===== config.mk =====
export PLATFORM = sky130hd
export DESIGN_NAME = lfu_cache_table
export DESIGN_NICKNAME = d
export VERILOG_FILES = /design/src/rtl/lfu_pkg.sv /design/src/rtl/lfu_entry_ram.sv /design/src/rtl/lfu_scan_unit.sv /design/src/rtl/lfu_cache_table.sv
export SDC_FILE = /design/constraint.sdc
export NUM_CORES = 2
export LEC_CHECK = 0
export BUFFER_PORTS_ARGS = -buffer_cell sky130_fd_sc_hd__buf_2
export CORE_MARGIN = 5
export CORE_UTILIZATION = 62
export DETAILED_ROUTE_END_ITERATION = 10
export PLACE_DENSITY_LB_ADDON = 0.15
export RECOVER_POWER = 50
export SYNTH_ARGS = -nofsm -noshare
export SYNTH_HDL_FRONTEND = slang
export SYNTH_SLANG_ARGS = --single-unit

===== constraint.sdc =====
create_clock -name clock -period 9.3 [get_ports clock]
set_clock_uncertainty 0.2 [all_clocks]
set_input_delay 0 -clock clock [delete_from_list [all_inputs] [get_ports clock]]
set_output_delay 0 -clock clock [all_outputs]
set_load 0.01 [all_outputs]

===== src/rtl/lfu_pkg.sv =====
`timescale 1ns / 1ps
// Shared types and constants for the LFU cache table.
// No dependencies; imported by every module of the block but the entry RAM.
package lfu_pkg;

   localparam int KeyFieldW = 16;
   localparam int ValueW    = 32;
   localparam int CountW    = 16;
   localparam int StampW    = 48;
   localparam int CapW      = 5;

   localparam logic [CapW-1:0]   CapResetVal = 5'd16;
   localparam logic [CountW-1:0] CountMax    = 16'hFFFF;
   localparam logic [CountW-1:0] CountFirst  = 16'd1;

   localparam logic OpGet = 1'b0;
   localparam logic OpPut = 1'b1;

   typedef struct packed {
      logic                     op;
      logic [KeyFieldW-1:0]     key;
      logic signed [ValueW-1:0] value;
   } req_type;

   typedef struct packed {
      logic                     hit;
      logic signed [ValueW-1:0] read_value;
   } rsp_type;

   // Status from the scan unit to the sequencer
   typedef struct packed {
      logic found;
      logic free_found;
   } scan_flags_type;

endpackage


===== src/rtl/lfu_entry_ram.sv =====
`timescale 1ns / 1ps
// Entry storage: one write port, one read port with registered read data.
// Depends on nothing but its parameters.
module lfu_entry_ram #(
   parameter int DEPTH = 16,
   parameter int WIDTH = 112,
   parameter int IDX_W = 4
) (
   input  logic             clock,
   input  logic             wr_en,
   input  logic [IDX_W-1:0] wr_addr,
   input  logic [WIDTH-1:0] wr_data,
   input  logic             rd_en,
   input  logic [IDX_W-1:0] rd_addr,
   output logic [WIDTH-1:0] rd_data_ff
);

   logic [WIDTH-1:0] mem [DEPTH];

   always_ff @(posedge clock) begin
      if (wr_en) begin
         mem[wr_addr] <= wr_data;
      end
   end

   always_ff @(posedge clock) begin
      if (rd_en) begin
         rd_data_ff <= mem[rd_addr];
      end
   end

endmodule


===== src/rtl/lfu_scan_unit.sv =====
`timescale 1ns / 1ps
// Shared compare unit: examines one entry per cycle for key match,
// first free slot and least-used victim. Depends on lfu_pkg.
module lfu_scan_unit
   import lfu_pkg::*;
#(
   parameter int KEY_W = 16,
   parameter int IDX_W = 4
) (
   input  logic                clock,
   input  logic                reset,
   input  logic                clear,
   input  logic                chk_vld,
   input  logic [IDX_W-1:0]    chk_idx,
   input  logic                chk_used,
   input  logic [KEY_W-1:0]    chk_key,
   input  logic [ValueW-1:0]   chk_value,
   input  logic [CountW-1:0]   chk_count,
   input  logic [StampW-1:0]   chk_stamp,
   input  logic [KEY_W-1:0]    ref_key,
   output scan_flags_type      flags,
   output logic [IDX_W-1:0]    hit_idx_ff,
   output logic [IDX_W-1:0]    free_idx_ff,
   output logic [IDX_W-1:0]    victim_idx_ff,
   output logic [ValueW-1:0]   hit_value_ff,
   output logic [CountW-1:0]   hit_count_ff
);

   logic                     found_ff, found_in;
   logic                     free_found_ff, free_found_in;
   logic                     best_vld_ff, best_vld_in;
   logic [CountW+StampW-1:0] best_ff;
   logic [CountW+StampW-1:0] cand;
   logic                     is_hit, is_free, is_better;

   assign cand      = {chk_count, chk_stamp};
   assign is_hit    = chk_vld && chk_used && (chk_key == ref_key) && !found_ff;
   assign is_free   = chk_vld && !chk_used && !free_found_ff;
   assign is_better = chk_vld && chk_used && (!best_vld_ff || (cand < best_ff));

   always_comb begin
      found_in      = found_ff || is_hit;
      free_found_in = free_found_ff || is_free;
      best_vld_in   = best_vld_ff || is_better;
      if (clear) begin
         found_in      = 1'b0;
         free_found_in = 1'b0;
         best_vld_in   = 1'b0;
      end
   end

   always_ff @(posedge clock) begin
      if (reset) begin
         found_ff      <= 1'b0;
         free_found_ff <= 1'b0;
         best_vld_ff   <= 1'b0;
      end else begin
         found_ff      <= found_in;
         free_found_ff <= free_found_in;
         best_vld_ff   <= best_vld_in;
      end
   end

   always_ff @(posedge clock) begin
      if (is_hit) begin
         hit_idx_ff   <= chk_idx;
         hit_value_ff <= chk_value;
         hit_count_ff <= chk_count;
      end
      if (is_free) begin
         free_idx_ff <= chk_idx;
      end
      if (is_better) begin
         best_ff       <= cand;
         victim_idx_ff <= chk_idx;
      end
   end

   assign flags.found      = found_ff;
   assign flags.free_found = free_found_ff;

endmodule


===== src/rtl/lfu_cache_table.sv =====
`timescale 1ns / 1ps
// Top level of the LFU cache table: sequencer, valid bits, config register.
// Depends on lfu_pkg, lfu_entry_ram and lfu_scan_unit.
//
//   channel   ports                               handshake
//   -------   ---------------------------------   ------------------------------
//   request   start, busy, req_payload            taken when start && !busy
//   response  rsp_strobe, rsp_payload             one cycle, no back-pressure
//   config    csr_valid, csr_ready, csr_data      taken when csr_valid && csr_ready
//
// Each transaction keeps busy high through a scan of n entries and the
// write-back, n being the effective capacity (min of the capacity register
// and CAPACITY): the entry memory has one read port, so the scan reads one
// entry per cycle, then the decide state writes the chosen entry back.
// The response strobes in the cycle busy drops, which may also take a request.
// Reset is synchronous: the capacity register returns to 16, all entries go
// invalid and the touch counter clears. No clearing pass is needed.
// The response side cannot stall, so nothing is held back for it.
module lfu_cache_table
   import lfu_pkg::*;
#(
   parameter int CAPACITY = 16,
   parameter int KEY_BITS = 16
) (
   input  logic            clock,
   input  logic            reset,
   input  logic            start,
   output logic            busy,
   input  req_type         req_payload,
   output logic            rsp_strobe,
   output rsp_type         rsp_payload,
   input  logic            csr_valid,
   output logic            csr_ready,
   input  logic [CapW-1:0] csr_data
);

   localparam int KeyW = (KEY_BITS < KeyFieldW) ? KEY_BITS : KeyFieldW;
   localparam int IdxW = (CAPACITY > 1) ? $clog2(CAPACITY) : 1;
   localparam int CntW = $clog2(CAPACITY + 1);
   localparam int EntW = KeyW + ValueW + CountW + StampW;

   localparam logic [1:0] StIdle   = 2'd0;
   localparam logic [1:0] StScan   = 2'd1;
   localparam logic [1:0] StDecide = 2'd2;

   logic [1:0]          state_ff, state_in;
   logic [CapW-1:0]     capacity_ff;
   logic [CAPACITY-1:0] valid_ff;
   logic [StampW-1:0]   touch_ff;
   req_type             req_ff;
   logic [CntW-1:0]     n_ff, n_in;
   logic [CntW-1:0]     issue_ff;
   logic                chk_vld_ff;
   logic [IdxW-1:0]     chk_idx_ff;
   logic                rsp_strobe_ff;
   rsp_type             rsp_ff, rsp_in;

   logic                accept, csr_write, scan_done, issue_more;
   logic                wr_en, insert;
   logic [IdxW-1:0]     wr_idx;
   logic [EntW-1:0]     wr_data, rd_data;
   logic [KeyW-1:0]     req_key;
   logic [KeyW-1:0]     rd_key;
   logic [ValueW-1:0]   rd_value, wr_value;
   logic [CountW-1:0]   rd_count, wr_count;
   logic [StampW-1:0]   rd_stamp;

   scan_flags_type      flags;
   logic [IdxW-1:0]     hit_idx, free_idx, victim_idx;
   logic [ValueW-1:0]   hit_value;
   logic [CountW-1:0]   hit_count;

   assign busy       = (state_ff != StIdle);
   assign csr_ready  = (state_ff == StIdle);
   assign accept     = start && !busy;
   assign csr_write  = csr_valid && csr_ready;
   assign issue_more = (state_ff == StScan) && (issue_ff < n_ff);
   assign scan_done  = (state_ff == StScan) && (issue_ff == n_ff);
   assign req_key    = req_ff.key[KeyW-1:0];

   // Saturate the register at the built-in depth
   assign n_in = ({27'd0, capacity_ff} > CAPACITY) ? CntW'(CAPACITY) : CntW'(capacity_ff);

   always_comb begin
      state_in = state_ff;
      unique case (state_ff)
         StIdle: begin
            if (accept) begin
               state_in = StScan;
            end
         end
         StScan: begin
            if (scan_done) begin
               state_in = StDecide;
            end
         end
         StDecide: begin
            state_in = StIdle;
         end
         default: begin
            state_in = StIdle;
         end
      endcase
   end

   always_ff @(posedge clock) begin
      if (reset) begin
         state_ff <= StIdle;
      end else begin
         state_ff <= state_in;
      end
   end

   // Latch the request and the effective capacity for this transaction
   always_ff @(posedge clock) begin
      if (accept) begin
         req_ff <= req_payload;
         n_ff   <= n_in;
      end
   end

   // Read address counter; the read data lands in the cycle after the read
   always_ff @(posedge clock) begin
      if (reset) begin
         issue_ff   <= '0;
         chk_vld_ff <= 1'b0;
      end else begin
         if (accept) begin
            issue_ff <= '0;
         end else if (issue_more) begin
            issue_ff <= issue_ff + 1'b1;
         end
         chk_vld_ff <= issue_more;
      end
   end

   always_ff @(posedge clock) begin
      if (issue_more) begin
         chk_idx_ff <= issue_ff[IdxW-1:0];
      end
   end

   assign {rd_key, rd_value, rd_count, rd_stamp} = rd_data;

   lfu_entry_ram #(
      .DEPTH (CAPACITY),
      .WIDTH (EntW),
      .IDX_W (IdxW)
   ) u_ram (
      .clock      (clock),
      .wr_en      (wr_en),
      .wr_addr    (wr_idx),
      .wr_data    (wr_data),
      .rd_en      (issue_more),
      .rd_addr    (issue_ff[IdxW-1:0]),
      .rd_data_ff (rd_data)
   );

   lfu_scan_unit #(
      .KEY_W (KeyW),
      .IDX_W (IdxW)
   ) u_scan (
      .clock         (clock),
      .reset         (reset),
      .clear         (accept),
      .chk_vld       (chk_vld_ff),
      .chk_idx       (chk_idx_ff),
      .chk_used      (valid_ff[chk_idx_ff]),
      .chk_key       (rd_key),
      .chk_value     (rd_value),
      .chk_count     (rd_count),
      .chk_stamp     (rd_stamp),
      .ref_key       (req_key),
      .flags         (flags),
      .hit_idx_ff    (hit_idx),
      .free_idx_ff   (free_idx),
      .victim_idx_ff (victim_idx),
      .hit_value_ff  (hit_value),
      .hit_count_ff  (hit_count)
   );

   // Write-back: bump a hit, or insert a put miss into a free slot or the victim
   always_comb begin
      insert   = (req_ff.op == OpPut) && !flags.found && (n_ff != '0);
      wr_en    = (state_ff == StDecide) && (flags.found || insert);
      wr_idx   = flags.found ? hit_idx : (flags.free_found ? free_idx : victim_idx);
      wr_value = hit_value;
      wr_count = CountFirst;
      if (req_ff.op == OpPut) begin
         wr_value = req_ff.value;
      end
      if (flags.found) begin
         wr_count = (hit_count == CountMax) ? hit_count : hit_count + 1'b1;
      end
      wr_data = {req_key, wr_value, wr_count, touch_ff};

      rsp_in.hit        = flags.found;
      rsp_in.read_value = '0;
      if (flags.found && (req_ff.op == OpGet)) begin
         rsp_in.read_value = hit_value;
      end
   end

   // Config write clears the store and the touch counter
   always_ff @(posedge clock) begin
      if (reset) begin
         capacity_ff <= CapResetVal;
         valid_ff    <= '0;
         touch_ff    <= '0;
      end else if (csr_write) begin
         capacity_ff <= csr_data;
         valid_ff    <= '0;
         touch_ff    <= '0;
      end else if (wr_en) begin
         valid_ff[wr_idx] <= 1'b1;
         touch_ff         <= touch_ff + 1'b1;
      end
   end

   // Response register: strobe for one cycle after write-back
   always_ff @(posedge clock) begin
      if (reset) begin
         rsp_strobe_ff <= 1'b0;
      end else begin
         rsp_strobe_ff <= (state_ff == StDecide);
      end
   end

   always_ff @(posedge clock) begin
      if (state_ff == StDecide) begin
         rsp_ff <= rsp_in;
      end
   end

   assign rsp_strobe  = rsp_strobe_ff;
   assign rsp_payload = rsp_ff;

endmodule


==> impl_metrics.ini <==
[run_status]
outcome = finished with violations
violated_checks = capacitance limit, slew limit

[setup_path]
crit_required_ps = 9520
crit_path_max_fanout = 69
crit_type = register to register
start_kind = register
critPathArrivalTime_ps = 6850
end_kind = register

[global_route]
grt_antenna_before_repair = 3
grt_max_degree = 182
global_route.overflow_total = 0
gr-usage-all-layers = 0.264
wire_length_of_the_first_global_routing_pass_mm = 271
via_count_of_the_first_global_routing_pass = 40508

[placement]
pre_cts_slack_ps = 4530
place.gp.congestion = 0.783
port_buffers = 93
hpwl_mm = 89.1
placement.cell_area_um2 = 86200

[power_and_ir_drop]
pwr-share-clk = 0.430
cellPowerDensity_nw_per_um2 = 213
vdd_drop_max_mv = 0.202
switching_power_uw = 3890
power_leakage_uw = 0.0295
combinationalPowerShare = 0.026
power.share.sequential = 0.544
p_sw_frac = 0.194
internal_power_uw = 16100

[yosys]
synthMostInstantiatedCell = sky130_fd_sc_hd__edfxtp_1
synth.lib_cells_used.distinct = 51
synth_top_area_cell = sky130_fd_sc_hd__edfxtp_1
ys.warnings.count = 0
post_synth_inst_count = 3642
syn_area_um2 = 83400
synth_flop_cell = sky130_fd_sc_hd__edfxtp_1
synthTopCellsByArea = sky130_fd_sc_hd__edfxtp_1 76%, sky130_fd_sc_hd__mux4_2 15%, sky130_fd_sc_hd__dfxtp_1 1.9%
syn-num-nets = 3771
synth.avg_cell_area_um2 = 22.9
synth.cells.most_frequent = 2,119 x sky130_fd_sc_hd__edfxtp_1, 564 x sky130_fd_sc_hd__mux4_2, 94 x sky130_fd_sc_hd__clkbuf_1
postSynth.asyncResetShare = 0
yosysSeqAreaShare = 0.783
synth-edff-count = 2119
synth_largest_type_area_fraction = 0.763
synth.ff_latch_count = 2200

[die]
die_y_um = 377
total_i_o_pin_count = 94
initial_core_util = 0.624
floorplan.core_area_um2 = 134000
overall_die_area_um2 = 142000
rows = 134
die_width_um = 377

[cells_and_area]
area_growth_from_synthesis_to_layout_pct = 13.0
design_area_um2 = 94200
final_stage_net_count = 4108
final_layout_size_suffix_gt1_frac = 0.241

[clocking]
post_cts_buffers = 0
cts_max_path_buffers = 3
cts.sink_count = 2200
cts_tree = built
insertion_delay_ps = 830
cts.reportedPaths.clkPinSlew_ps = 60
ctsRootBufferMaster = sky130_fd_sc_hd__clkbuf_16
htreeDepth = 4
cts_buffers = 209

[drt]
drt-vias-per-instance = 6.60
drt.antenna.violating_nets = 0
drt_iter0_markers = 5007
drcViolationCount = 0
route.detailed.wl_per_inst_um = 31.0
dr_total_vias = 39149
firstDrtPassIters = 5
wl_mm = 184

[sta]
max_freq_ghz = 0.151
period_needed_ps = 6630
timing.max_slew.rel_slack = -1.71
final-setup-viol-count = 0
final_critical_path_setup_slack_ps = 2670
final_min_period_over_clock_period = 0.713
tightest_slew_ps = 4070
finalHoldViolCount = 0
setup_repair_after_global_routing_missed_its_margin = false
finalMaxSlewViolations = 551
setup-tns-final_ps = 0

[run]
max_cap_violations = 16

[min_path]
hold_path.class = input pin to register
sequential cells by signal, indices dropped and copies added (netlist names), 4 cells and up:
signal and count:
valid_ff 16, u_ram.rd_data_ff 112, chk_idx_ff 4, rsp_payload 33
n_ff 5, u_scan.best_ff 64, u_ram.mem 1792, u_scan.hit_idx_ff 4
u_scan.victim_idx_ff 4, capacity_ff 5, u_scan.hit_count_ff 16, u_scan.free_idx_ff 4
u_scan.hit_value_ff 32, req_key 16, touch_ff 48, req_ff 33
issue_ff 5
final cells by class:
type	count	area [µm²]
antenna	1	2.50
clock buffer	270	5680
clock inverter	122	1330
fill	7732	39400
inverter	79	297
multi-input combinational	1202	17300
sequential	2200	65300
tap	1768	2210
timing repair buffer	287	2140
worst paths after layout:
check                                      start                          endpoint  slack [ps]  depth (start not counted)
setup / recovery        issue_ff[1]$_SDFFE_PP0P_    u_ram.rd_data_ff[29]$_DFFE_PP_        2670                          7
hold / removal                             reset             chk_vld_ff$_SDFF_PP0_         170                          3
setup reg to reg        issue_ff[1]$_SDFFE_PP0P_    u_ram.rd_data_ff[29]$_DFFE_PP_        2670                          7
hold reg to reg   u_ram.rd_data_ff[73]$_DFFE_PP_  u_scan.hit_value_ff[9]$_DFFE_PP_         210                          0
critical path, cell delays in order, from the launching register on:
cell,delay (ps)
sky130_fd_sc_hd__dfxtp_1,3030
sky130_fd_sc_hd__ha_1,660
sky130_fd_sc_hd__nor2b_1,150
sky130_fd_sc_hd__o21a_1,170
sky130_fd_sc_hd__o21a_1,180
sky130_fd_sc_hd__o21a_1,290
sky130_fd_sc_hd__nor2_4,560
sky130_fd_sc_hd__buf_4,920
cells by family after synthesis:
group	count (synthesis)	share of synthesized area
buf+inv	240	0.0113
simple gates	336	0.0213
fa+ha+maj	71	0.0107
xor+xnor	56	0.00588
mux	609	0.158
compound gates	130	0.00992
flops	2200	0.783
cell usage in the layout (no fill, tap or decap), drive strengths merged, types with 2 or more instances in the layout:
| cell type | synthesis | layout |
|---|---|---|
| and2 | 7 | 7 |
| ha | 71 | 71 |
| bufinv | 0 | 26 |
| a211oi | 8 | 8 |
| or4 | 11 | 11 |
| nand2b | 3 | 3 |
| inv | 78 | 83 |
| or2 | 2 | 2 |
| nor4 | 5 | 5 |
| and3 | 18 | 18 |
| mux2 | 32 | 32 |
| xor2 | 32 | 32 |
| or3 | 7 | 7 |
| nand3 | 34 | 34 |
| xnor2 | 24 | 24 |
| mux4 | 564 | 564 |
| o21a | 29 | 29 |
| edfxtp | 2119 | 2119 |
| dlygate4sd3 | 0 | 119 |
| o31ai | 6 | 6 |
| o211ai | 6 | 6 |
| a21oi | 40 | 40 |
| nor2b | 7 | 7 |
| clkinv | 1 | 86 |
| clkinvlp | 0 | 6 |
| clkbuf | 94 | 326 |
| nand2 | 55 | 55 |
| nor2 | 90 | 90 |
| o21ai | 24 | 24 |
| buf | 67 | 112 |
| a31oi | 5 | 5 |
| nor3b | 31 | 31 |
| dfxtp | 81 | 81 |
| nor3 | 13 | 13 |
| and4 | 12 | 12 |
| nand4 | 41 | 41 |
| mux2i | 13 | 13 |
through the flow:
stage | hold slack (ps) | cells | utilization | power, µW
6_report | 169 | 5929 | 0.705 | 20000
5_1_grt | 144 | 5928 | 0.705 | 20700
4_1_cts | 40.2 | 5928 | 0.706 | 20100
3_5_place_dp | -21.9 | 5417 | 0.645 | 11600
3_3_place_gp | -23.3 | 5417 | 0.645 | 11600
2_1_floorplan | -101 | 3642 | - | 11400
timing repair:
item	in CTS	in global routing
hold buffers	119	0
endpoints found under the hold margin	156	0
resized for setup	0	0
layer usage:
| metal | GRT usage | vias to the layer above | wire length (µm) |
|---|---|---|---|
| met4 | 0.0757 | 4 | 5030 |
| li1 | - | 16016 | - |
| met5 | 0 | - | 23 |
| met2 | 0.428 | 2029 | 91700 |
| met3 | 0.0543 | 339 | 16400 |
| met1 | 0.374 | 20761 | 70900 |
power by group through the flow:
stage	clock [µW]	sequential [µW]	combinational, µW
after floorplan	0	11100	364
after global placement	0	11100	472
after detailed placement	0	11100	486
after CTS	8710	10900	533
after global routing	9190	10900	565
final	8600	10900	525
No activity file was read; power rests on OpenSTA's default activity.
